$ cat src/rtl/ilt_pkg.sv
// Shared types, codes and helpers for the INI line tokenizer.
package ilt_pkg;

  // Field widths of the stream beats
  localparam int unsigned TEXT_W      = 8;
  localparam int unsigned KIND_W      = 2;
  localparam int unsigned START_W     = 32;
  localparam int unsigned LENGTH_W    = 16;
  localparam int unsigned OUT_DATA_W  = START_W + LENGTH_W;

  // Parameter defaults
  localparam int unsigned DEF_POSITION_BITS = 32;
  localparam int unsigned DEF_LENGTH_BITS   = 16;

  // Parse modes
  localparam int unsigned MODE_W = 3;
  localparam logic [MODE_W-1:0] MODE_IDLE     = 3'd0;
  localparam logic [MODE_W-1:0] MODE_SECTION  = 3'd1;
  localparam logic [MODE_W-1:0] MODE_COMMENT  = 3'd2;
  localparam logic [MODE_W-1:0] MODE_KEY      = 3'd3;
  localparam logic [MODE_W-1:0] MODE_VALSTART = 3'd4;
  localparam logic [MODE_W-1:0] MODE_VALUE    = 3'd5;

  // Token kinds
  localparam logic [KIND_W-1:0] KIND_SECTION = 2'd0;
  localparam logic [KIND_W-1:0] KIND_KEY     = 2'd1;
  localparam logic [KIND_W-1:0] KIND_VALUE   = 2'd2;

  // Characters of interest
  localparam logic [TEXT_W-1:0] CH_LBRACKET = 8'h5B;
  localparam logic [TEXT_W-1:0] CH_SEMI     = 8'h3B;
  localparam logic [TEXT_W-1:0] CH_EQUALS   = 8'h3D;
  localparam logic [TEXT_W-1:0] CH_NEWLINE  = 8'h0A;

  // Input beat held in the input register
  typedef struct packed {
    logic              vld;
    logic [TEXT_W-1:0] data;
  } text_beat_t;

  // Token produced by the parse core
  typedef struct packed {
    logic                vld;
    logic [KIND_W-1:0]   kind;
    logic [START_W-1:0]  start;
    logic [LENGTH_W-1:0] length;
  } token_t;

  // 0-9, a-z, A-Z
  function automatic logic is_alnum(input logic [TEXT_W-1:0] b);
    return ((b >= 8'h30) && (b <= 8'h39)) ||
           ((b >= 8'h61) && (b <= 8'h7A)) ||
           ((b >= 8'h41) && (b <= 8'h5A));
  endfunction

endpackage

$ cat src/rtl/ilt_in_stage.sv
// Input register of the INI line tokenizer.
module ilt_in_stage (
  input  logic                        clk,
  input  logic                        rst_n,
  input  logic                        in_tvalid,
  output logic                        in_tready,
  input  logic [ilt_pkg::TEXT_W-1:0]  in_tdata,   // [7:0] text_byte
  input  logic                        out_free,
  output ilt_pkg::text_beat_t         beat
);
  import ilt_pkg::*;

  logic              vld_r;
  logic [TEXT_W-1:0] data_r;

  // Take a new beat when empty or when the held one moves on
  assign in_tready = !vld_r || out_free;

  always_ff @(posedge clk) begin
    if (!rst_n) begin
      vld_r <= 1'b0;
    end else if (in_tready) begin
      vld_r <= in_tvalid;
    end
  end

  // Payload needs no reset
  always_ff @(posedge clk) begin
    if (in_tready && in_tvalid) begin
      data_r <= in_tdata;
    end
  end

  assign beat.vld  = vld_r;
  assign beat.data = data_r;

endmodule

$ cat src/rtl/ilt_parse_core.sv
// Parse mode, byte offset and token start, with the per-byte decode.
module ilt_parse_core #(
  parameter int unsigned POSITION_BITS = ilt_pkg::DEF_POSITION_BITS,
  parameter int unsigned LENGTH_BITS   = ilt_pkg::DEF_LENGTH_BITS
) (
  input  logic                clk,
  input  logic                rst_n,
  input  ilt_pkg::text_beat_t beat,
  input  logic                step,
  output ilt_pkg::token_t     token
);
  import ilt_pkg::*;

  localparam int unsigned CMP_W = (POSITION_BITS > LENGTH_BITS) ? POSITION_BITS : LENGTH_BITS;

  logic [MODE_W-1:0]        mode_r, mode_nxt;
  logic [POSITION_BITS-1:0] pos_r, pos_nxt;
  logic [POSITION_BITS-1:0] begin_r, begin_nxt;

  logic [POSITION_BITS-1:0] span, sec_len, raw_len, tok_start;
  logic [CMP_W-1:0]         len_ext, len_max, len_sat;
  logic                     emit;
  logic [KIND_W-1:0]        kind;
  logic [TEXT_W-1:0]        b;

  assign b        = beat.data;
  assign span     = pos_r - begin_r;
  assign sec_len  = (span < POSITION_BITS'(2)) ? '0 : span - POSITION_BITS'(2);
  assign pos_nxt  = pos_r + POSITION_BITS'(1);

  // Mode transitions and token events
  always_comb begin
    mode_nxt  = mode_r;
    begin_nxt = begin_r;
    emit      = 1'b0;
    kind      = KIND_VALUE;
    raw_len   = span;
    tok_start = begin_r;
    unique case (mode_r)
      MODE_SECTION: begin
        if (b == CH_NEWLINE) begin
          emit      = 1'b1;
          kind      = KIND_SECTION;
          raw_len   = sec_len;
          tok_start = begin_r + POSITION_BITS'(1);
          mode_nxt  = MODE_IDLE;
        end
      end
      MODE_COMMENT: begin
        if (b == CH_NEWLINE) begin
          mode_nxt = MODE_IDLE;
        end
      end
      MODE_KEY: begin
        if (b == CH_EQUALS) begin
          emit      = 1'b1;
          kind      = KIND_KEY;
          begin_nxt = pos_nxt;
          mode_nxt  = MODE_VALSTART;
        end
      end
      MODE_VALSTART: begin
        priority if (b == CH_LBRACKET) begin
          begin_nxt = pos_r;
          mode_nxt  = MODE_SECTION;
        end else if (b == CH_SEMI) begin
          mode_nxt = MODE_COMMENT;
        end else if (b == CH_NEWLINE) begin
          emit     = 1'b1;
          mode_nxt = MODE_IDLE;
        end else begin
          mode_nxt = MODE_VALUE;
        end
      end
      MODE_VALUE: begin
        if (b == CH_NEWLINE) begin
          emit     = 1'b1;
          mode_nxt = MODE_IDLE;
        end
      end
      default: begin
        // idle, and any unused code
        priority if (b == CH_LBRACKET) begin
          begin_nxt = pos_r;
          mode_nxt  = MODE_SECTION;
        end else if (b == CH_SEMI) begin
          mode_nxt = MODE_COMMENT;
        end else if (is_alnum(b)) begin
          begin_nxt = pos_r;
          mode_nxt  = MODE_KEY;
        end else begin
          mode_nxt = MODE_IDLE;
        end
      end
    endcase
  end

  // Length saturation
  assign len_ext = CMP_W'(raw_len);
  assign len_max = CMP_W'({LENGTH_BITS{1'b1}});
  assign len_sat = (len_ext > len_max) ? len_max : len_ext;

  assign token.vld    = step && emit;
  assign token.kind   = kind;
  assign token.start  = START_W'(tok_start);
  assign token.length = LENGTH_W'(len_sat);

  // State update, one byte per step
  always_ff @(posedge clk) begin
    if (!rst_n) begin
      mode_r  <= MODE_IDLE;
      pos_r   <= '0;
      begin_r <= '0;
    end else if (step) begin
      mode_r  <= mode_nxt;
      pos_r   <= pos_nxt;
      begin_r <= begin_nxt;
    end
  end

`ifndef SYNTHESIS
  // Offset advances by one for each consumed byte
  a_pos_step: assert property (@(posedge clk) disable iff (!rst_n)
    step |=> (pos_r == $past(pos_r) + POSITION_BITS'(1)))
    else $error("byte offset did not advance");

  // A key closed by '=' enters the value-start mode
  a_key_close: assert property (@(posedge clk) disable iff (!rst_n)
    (step && (mode_r == MODE_KEY) && (b == CH_EQUALS)) |=> (mode_r == MODE_VALSTART))
    else $error("key end did not enter value start");

  // Only the six defined modes are ever entered
  a_mode_legal: assert property (@(posedge clk) disable iff (!rst_n)
    mode_r <= MODE_VALUE)
    else $error("parse mode out of range");
`endif

endmodule

$ cat src/rtl/ilt_out_stage.sv
// Result register of the INI line tokenizer.
module ilt_out_stage (
  input  logic                            clk,
  input  logic                            rst_n,
  input  ilt_pkg::token_t                 token,
  output logic                            out_free,
  output logic                            out_tvalid,
  input  logic                            out_tready,
  output logic [ilt_pkg::OUT_DATA_W-1:0]  out_tdata,  // [31:0] token_start, [47:32] token_length
  output logic [ilt_pkg::KIND_W-1:0]      out_tuser   // [1:0] token_kind
);
  import ilt_pkg::*;

  logic                  vld_r;
  logic [KIND_W-1:0]     kind_r;
  logic [START_W-1:0]    start_r;
  logic [LENGTH_W-1:0]   length_r;

  // Register can load when empty or being drained
  assign out_free = !vld_r || out_tready;

  always_ff @(posedge clk) begin
    if (!rst_n) begin
      vld_r <= 1'b0;
    end else if (out_free) begin
      vld_r <= token.vld;
    end
  end

  always_ff @(posedge clk) begin
    if (out_free && token.vld) begin
      kind_r   <= token.kind;
      start_r  <= token.start;
      length_r <= token.length;
    end
  end

  assign out_tvalid = vld_r;
  assign out_tdata  = {length_r, start_r};
  assign out_tuser  = kind_r;

endmodule

$ cat src/rtl/ini_line_tokenizer_unit.sv
// INI line tokenizer: one text byte in per beat, section/key/value tokens out.
// A token is loaded into the result register when the byte that closes it is parsed from the input register.
// Throughput: one byte per cycle while the result register is free, set by the mode/offset update in the parse core.
// While a finished token waits for out_tready, one more byte is held and the input then stalls.
// Reset (rst_n low, synchronous) clears the mode to idle, offset and token start to zero,
// and empties both registers; a pending token is never flushed.
module ini_line_tokenizer_unit #(
  parameter int unsigned POSITION_BITS = ilt_pkg::DEF_POSITION_BITS,
  parameter int unsigned LENGTH_BITS   = ilt_pkg::DEF_LENGTH_BITS
) (
  input  logic                            clk,
  input  logic                            rst_n,
  input  logic                            in_tvalid,
  output logic                            in_tready,
  input  logic [ilt_pkg::TEXT_W-1:0]      in_tdata,   // [7:0] text_byte
  output logic                            out_tvalid,
  input  logic                            out_tready,
  output logic [ilt_pkg::OUT_DATA_W-1:0]  out_tdata,  // [31:0] token_start, [47:32] token_length
  output logic [ilt_pkg::KIND_W-1:0]      out_tuser   // [1:0] token_kind
);
  import ilt_pkg::*;

  text_beat_t beat;
  token_t     token;
  logic       out_free;
  logic       step;

  // A held byte is parsed when the result register can take its outcome
  assign step = beat.vld && out_free;

  ilt_in_stage u_in (
    .clk       (clk),
    .rst_n     (rst_n),
    .in_tvalid (in_tvalid),
    .in_tready (in_tready),
    .in_tdata  (in_tdata),
    .out_free  (out_free),
    .beat      (beat)
  );

  ilt_parse_core #(
    .POSITION_BITS (POSITION_BITS),
    .LENGTH_BITS   (LENGTH_BITS)
  ) u_core (
    .clk   (clk),
    .rst_n (rst_n),
    .beat  (beat),
    .step  (step),
    .token (token)
  );

  ilt_out_stage u_out (
    .clk        (clk),
    .rst_n      (rst_n),
    .token      (token),
    .out_free   (out_free),
    .out_tvalid (out_tvalid),
    .out_tready (out_tready),
    .out_tdata  (out_tdata),
    .out_tuser  (out_tuser)
  );

`ifndef SYNTHESIS
  // With the result stalled, a full input register refuses new beats
  a_stall_block: assert property (@(posedge clk) disable iff (!rst_n)
    (out_tvalid && !out_tready && beat.vld) |-> !in_tready)
    else $error("input taken over a stalled full pipeline");

  // No token straight after reset
  a_reset_empty: assert property (@(posedge clk)
    !rst_n |=> !out_tvalid)
    else $error("result valid after reset");

  // A token only comes from a parsed byte
  a_token_src: assert property (@(posedge clk) disable iff (!rst_n)
    (out_tvalid && !$past(out_tvalid)) |-> $past(step))
    else $error("token without a parsed byte");
`endif

endmodule
$ cat config.mk
export PLATFORM = sky130hd
export DESIGN_NAME = ini_line_tokenizer_unit
export DESIGN_NICKNAME = d
export VERILOG_FILES = /design/src/rtl/ilt_pkg.sv /design/src/rtl/ilt_in_stage.sv /design/src/rtl/ilt_parse_core.sv /design/src/rtl/ilt_out_stage.sv /design/src/rtl/ini_line_tokenizer_unit.sv
export SDC_FILE = /design/constraint.sdc
export NUM_CORES = 1
export LEC_CHECK = 0
export ABC_AREA = 1
export BUFFER_PORTS_ARGS = -buffer_cell sky130_fd_sc_hd__clkbuf_2
export CORE_UTILIZATION = 24
export CTS_BUF_LIST = sky130_fd_sc_hd__clkbuf_4
export CTS_CLUSTER_SIZE = 30
export DETAILED_ROUTE_END_ITERATION = 12
export PLACE_DENSITY = 0.43
export SLEW_MARGIN = 20
export SYNTH_ARGS = -nofsm -noshare
export SYNTH_HDL_FRONTEND = slang
export SYNTH_SLANG_ARGS = --single-unit
$ cat constraint.sdc
create_clock -name clk -period 4.5 [get_ports clk]
set_input_delay 0.9 -clock clk [delete_from_list [all_inputs] [get_ports clk]]
set_output_delay 0.9 -clock clk [all_outputs]
set_load 0.005 [all_outputs]
# After elaboration in Yosys (flattened, before gate mapping)
# Index checks and enable logic that the tools add are counted.
[op_classes]
n_addsub = 4
eq_ne = 13
bitwise_logic = 1
n_mux = 28
magnitude_cmp = 8
n_reduce_logical = 18
[op_table]
columns = ["op", "n"]
rows = [
  ["32-bit 2-to-1 mux", 10],
  ["32-bit case mux with 3 select lines", 1],
  ["32-bit by 1-bit adder with 32-bit output (second input constant)", 2],
  ["32-bit by 16-bit greater-than comparator with 1-bit output (second input constant)", 1],
  ["32-bit by 2-bit < comparator with 1-bit output (second input constant)", 1],
  ["32-bit by 2-bit subtractor with 32-bit output (second input constant)", 1],
  ["32-bit subtractor", 1],
  ["3-bit 2-to-1 mux", 7],
  ["8-bit by 6-bit equality test with 1-bit output (second input constant)", 2],
  ["8-bit by 7-bit >= comparator with 1-bit output (second input constant)", 2],
  ["8-bit by 7-bit less-or-equal comparator with 1-bit output (second input constant)", 2],
  ["3-bit case mux with 3 select lines", 1],
  ["8-bit by 4-bit equality test with 1-bit output (second input constant)", 1],
  ["8-bit by 7-bit equality test with 1-bit output (second input constant)", 1],
  ["8-bit by 6-bit >= comparator with 1-bit output (second input constant)", 1],
  ["8-bit by 6-bit less-or-equal comparator with 1-bit output (second input constant)", 1],
  ["1-bit logical AND", 7],
  ["3-bit by 2-bit equality test with 1-bit output (second input constant)", 2],
  ["3-bit equality test (second input constant)", 2],
  ["2-bit 2-to-1 mux", 3],
  ["2-bit by 1-bit inequality test with 1-bit output (second input constant)", 3],
  ["6-bit AND reduction", 1],
  ["1-bit logical OR", 4],
  ["1-bit 2-to-1 mux", 4],
  ["other kinds (10)", 11],
]
[totals]
regBits = 127
elab_cells = 81
inputBits = 12
out_inout_bits = 52

# Longest topological paths before layout
[depth]
depth_word = 8
ltp_mapped = 26
depth_no_buf = 25

# By module
# From an unflattened synthesis, not the netlist that was laid out.
[hier_totals]
hier_cells = 1634
area_unflattened_um2 = 10515.1
[by_module_without_submodules]
columns = ["mod", "seq_area_each_um2", "cells_per_inst", "area_per_inst_um2", "instances"]
rows = [
  ["ilt_parse_core", 1341.3, 1559, 8655.8, 1],
  ["ilt_out_stage", 1521.5, 57, 1552.7, 1],
  ["ilt_in_stage", 260.2, 16, 299.0, 1],
  ["ini_line_tokenizer_unit", 0.0, 2, 7.5, 1],
]

# Worst setup path after synthesis
# No wires, ideal clock.
[synth_path]
path_type = "input to register"
start = "input port out_tready"
end = "register u_out.length_r[0], enable pin"
required_ps = 4024
setup_time_ps = 476
cell_stages = 7
n_path_buf = 1
setup_slack_ps = 178
t_arrival_ps = 3846
cell_sequence = "nor2_1 > inv_1 > nand2_1 > clkbuf_1 > inv_1 > nand2_1 > a21oi_1"
[synth_between]
elab_chain_cells = 4
[synth_rtl]
columns = ["item", "line", "rtl"]
rows = [
  ["start, declared", "ini_line_tokenizer_unit.sv:17", "input logic out_tready,"],
  ["1-bit logical OR (*)", "ilt_out_stage.sv:20", "assign out_free = !vld_r || out_tready;"],
  ["1-bit logical AND", "ini_line_tokenizer_unit.sv:29", "assign step = beat.vld && out_free;"],
  ["1-bit logical AND", "ilt_parse_core.sv:103", "assign token.vld = step && emit;"],
  ["1-bit logical AND (*)", "ilt_out_stage.sv:31", "if (out_free && token.vld) begin"],
  ["end signal, assigned", "ilt_out_stage.sv:34", "length_r <= token.length;"],
  ["end, declared", "ilt_out_stage.sv:17", "logic [LENGTH_W-1:0] length_r;"],
]
# Every way passes the cells marked *; elsewhere a longest branch is shown, timed or not.
# A chain may end at the register's enable or synchronous reset.

# Worst setup path in the final report
[layout_path]
start = "register u_core.begin_r[11]"
end = "register u_out.length_r[13], data pin"
[layout_between]
elab_chain_cells = 6
word_cells_on_any_way = 7
classes_between = "add/sub: 2; order compare: 2; mux: 3"
[layout_rtl]
columns = ["item", "line", "rtl"]
rows = [
  ["start, declared", "ilt_parse_core.sv:18", "logic [POSITION_BITS-1:0] begin_r, begin_nxt;"],
  ["start signal, assigned", "ilt_parse_core.sv:117", "begin_r <= begin_nxt;"],
  ["32-bit subtractor (*)", "ilt_parse_core.sv:27", "assign span = pos_r - begin_r;"],
  ["32-bit by 2-bit subtractor with 32-bit output / 32-bit by 2-bit < comparator with 1-bit output (equally long branches)", "ilt_parse_core.sv:28", "assign sec_len = (span < POSITION_BITS'(2)) ? '0 : span - POSITION_BITS'(2);"],
  ["32-bit 2-to-1 mux", "ilt_parse_core.sv:28", ""],
  ["32-bit 2-to-1 mux", "ilt_parse_core.sv:41", "if (b == CH_NEWLINE) begin"],
  ["32-bit 2-to-1 mux (*)", "ilt_parse_core.sv:39", "unique case (mode_r)"],
  ["32-bit by 16-bit greater-than comparator with 1-bit output", "ilt_parse_core.sv:101", "assign len_sat = (len_ext > len_max) ? len_max : len_ext;"],
]
# Marked as above.

==> key figures <==
Global route
  • Global route overflow: 0
  • Initial antenna violation count: 1
  • Pin count of the biggest net entering global routing: 56
  • Gr usage total: 0.162
  • First-pass GRT wire length: 54600 um
  • Vias in the first global route: 9811

Worst hold path
  • Worst Hold Class: input port to flip-flop
  • Hold Path Depth: 1

Logic synthesis
  • Yosys cell types: 44
  • Synth warn: 0
  • Synthesized Nets: 1683
  • Mean area per synthesized cell: ~6.4 um2
  • Post-synth EDFFs: 58
  • Area of the mapped netlist: between 10000 and 15000 um2
  • Mapped Cells: 1636
  • Top FF cell, synth: dfxtp_1
  • Sequential area share after synthesis: 0.299
  • #FFs+latches synth: 127
  • Post-synth ARST share: 0

Placement
  • Dpl cells: approximately 2300
  • Setup WS pre-CTS: 0.370 ns
  • GPL Wtd Cong: 0.922
  • Post-detail-place hpwl: around 28000 um
  • Cell Area, Placed: 11500 um2
  • Port buffer count: 63

Routing
  • DR iter-0 viols: 618
  • Initial DRT Pass Iterations: 6
  • Via/cell ratio: 4.42
  • Detailed-route wire length per cell: 15.0 um
  • Vias: approximately 10000
  • Final antenna-violating net count: 0
  • DRC violations left: 0
  • Routed wire length: 34400 um

Die
  • Die X: 211 um
  • Die footprint: between 40000 and 50000 um2
  • Core Area: 43000 um2
  • Starting Density: 0.243
  • Vert. Die Dim: 211 um
  • Site Rows: 76
  • # IOs: 64

Setup path
  • WP data required: 4.86 ns
  • R2R depth: 19
  • Worst setup EP type: flip-flop
  • Crit Path Category: flip-flop to flip-flop
  • WP data arrival: 4.37 ns
  • CP max FO: 16
  • Setup crit start kind: flip-flop

Timing
  • Setup TNS: 0 ns
  • Max-slew violation count: 0
  • Fin Clk Skew: 0.0176 ns
  • Slew headroom: 0.341
  • Setup Viol. Count Final: 0
  • Fin worst setup slack: approximately 0.49 ns
  • Highest clock rate: 0.249 GHz
  • Worst Hold Slack: roughly 0.44 ns
  • Worst-margin pin slew: between 0.9 and 1 ns
  • RSZ-0062 raised after global routing: no
  • Period Utilization, post-route: 0.891
  • Hold Fails Final Rpt: 0
  • Fin crit period: about 4.0 ns

Cells and area
  • Area delta synth->final: 13.1%
  • Commonest cells after routing, fill and taps aside: nand2_1 (474), inv_1 (275), nor2_1 (150)
  • Non-filler cells, final: about 2300
  • Most common cell after layout, fill and taps aside: nand2_1
  • Layout cell share with drive strength beyond 1: 0.109
  • Final Cell Area: about 12000 um2
  • Fin nets: 1746

CTS
  • CTS H-tree lvls: 4
  • Skew-Pair Late Insertion Delay: 0.63 ns
  • CTS tree: built
  • Clock-pin slew on the worst setup and hold paths: 0.13 ns
  • TritonCTS sink count: 127
  • CTS root buf: clkbuf_4
  • TritonCTS buffer count: 17
  • CTS Hold Bufs: 0
  • Longest Clk Path Bufs: 2

Job
  • Max Cap Viol: 0

Run status
  • Status: completed

Pwr
  • Static Leak: 5.55 nW
  • VDD IR max: 0.000127 V
  • Pwr dens: 304 nW/um2
## path summary, 6_finish.rpt
check,from,endpoint,slack (ns)
setup / recovery,u_core.begin_r[11],u_out.length_r[13],0.49
hold / removal,in_tdata[2],u_in.data_r[2],0.44
setup reg to reg,u_core.begin_r[11],u_out.length_r[13],0.49
hold reg to reg,u_core.begin_r[31],u_core.begin_r[31],0.51
## area by class of cell
type                       count  area (um2)
fill                        4892       31200
multi-input combinational   1193        6140
sequential                   127        3120
inverter                     282        1060
tap                          585         732
timing repair buffer          78         428
clock inverter                14         190
clock buffer                  18         135
antenna                        1        2.50
## through the flow
stage,total power [mW],utilization
2_1_floorplan,2.32,-
3_5_place_dp,2.69,0.267
3_3_place_gp,2.70,0.267
5_1_grt,3.89,0.275
4_1_cts,3.65,0.275
6_report,3.59,0.275
## critical path: stages, from the launching register on
cell     delay [ns]
dfxtp_1        0.48
inv_1          0.08
ha_1           0.43
nand2_1        0.17
nor2_2         0.22
nand3_1        0.13
nand3_1        0.19
nand2_1        0.12
nand2_1        0.10
nand2_1        0.05
nand2_1        0.21
nand2_1        0.14
inv_2          0.07
nand2_1        0.12
nor2_2         0.20
nand4_4        0.25
nand3_1        0.17
nand3_1        0.13
nor2_4         0.32
nand3_1        0.14
## power breakdown
part,switching (mW),total (mW),internal (mW)
logic,0.981,1.39,0.405
registers,0.0466,1.28,1.23
clock network,0.482,0.926,0.445
## registers in the layout (all words and copies together) (netlist names)
name	cells
u_out.out_tuser	2
u_out.start_r	32
u_in.vld_r	1
u_core.pos_r	32
u_in.data_r	8
u_core.begin_r	32
u_core.mode_r	3
u_out.out_tvalid	1
u_out.length_r	16
## what timing repair did
item,in CTS,in global routing
gates resized for setup,0,1
buffers inserted,0,0
endpoints found under the setup margin,0,16
## cell usage after synthesis, drive strengths merged (5+ instances only)
master / n / area share
nand3: 140 / 0.073
dfxtp: 69 / 0.13
a211oi: 5 / 0.0036
a221oi: 9 / 0.0076
nand4: 35 / 0.022
a21oi: 82 / 0.040
inv: 281 / 0.10
a31oi: 9 / 0.0054
edfxtp: 58 / 0.17
nand2: 496 / 0.18
o21ai: 64 / 0.031
xor2: 63 / 0.053
nor4: 10 / 0.0074
nor2: 170 / 0.070
nor3: 47 / 0.027
ha: 34 / 0.041
clkbuf: 30 / 0.011
and2: 8 / 0.0048
## cell families (layout without fill, tap and decap cells)
family,Yosys count,in the layout,synth area share
and+or+nand+nor,914,914,0.393
buffers and inverters,316,392,0.115
AOI/OAI and AO/OA,178,178,0.0943
DFF,127,127,0.299
xor gates and xnor gates,66,66,0.0554
adders and majority gates,35,35,0.0427
other,0,1,0
## layer usage
layer / track usage / wire length (um) / up-vias
li1: - / - / 5373
met1: 0.215 / 16800 / 4625
met2: 0.267 / 16000 / 132
met3: 0.0265 / 970 / 33
met4: 0.0490 / 647 / 0
met5: 0 / 0 / -
Power figures use the tool's default switching activity.
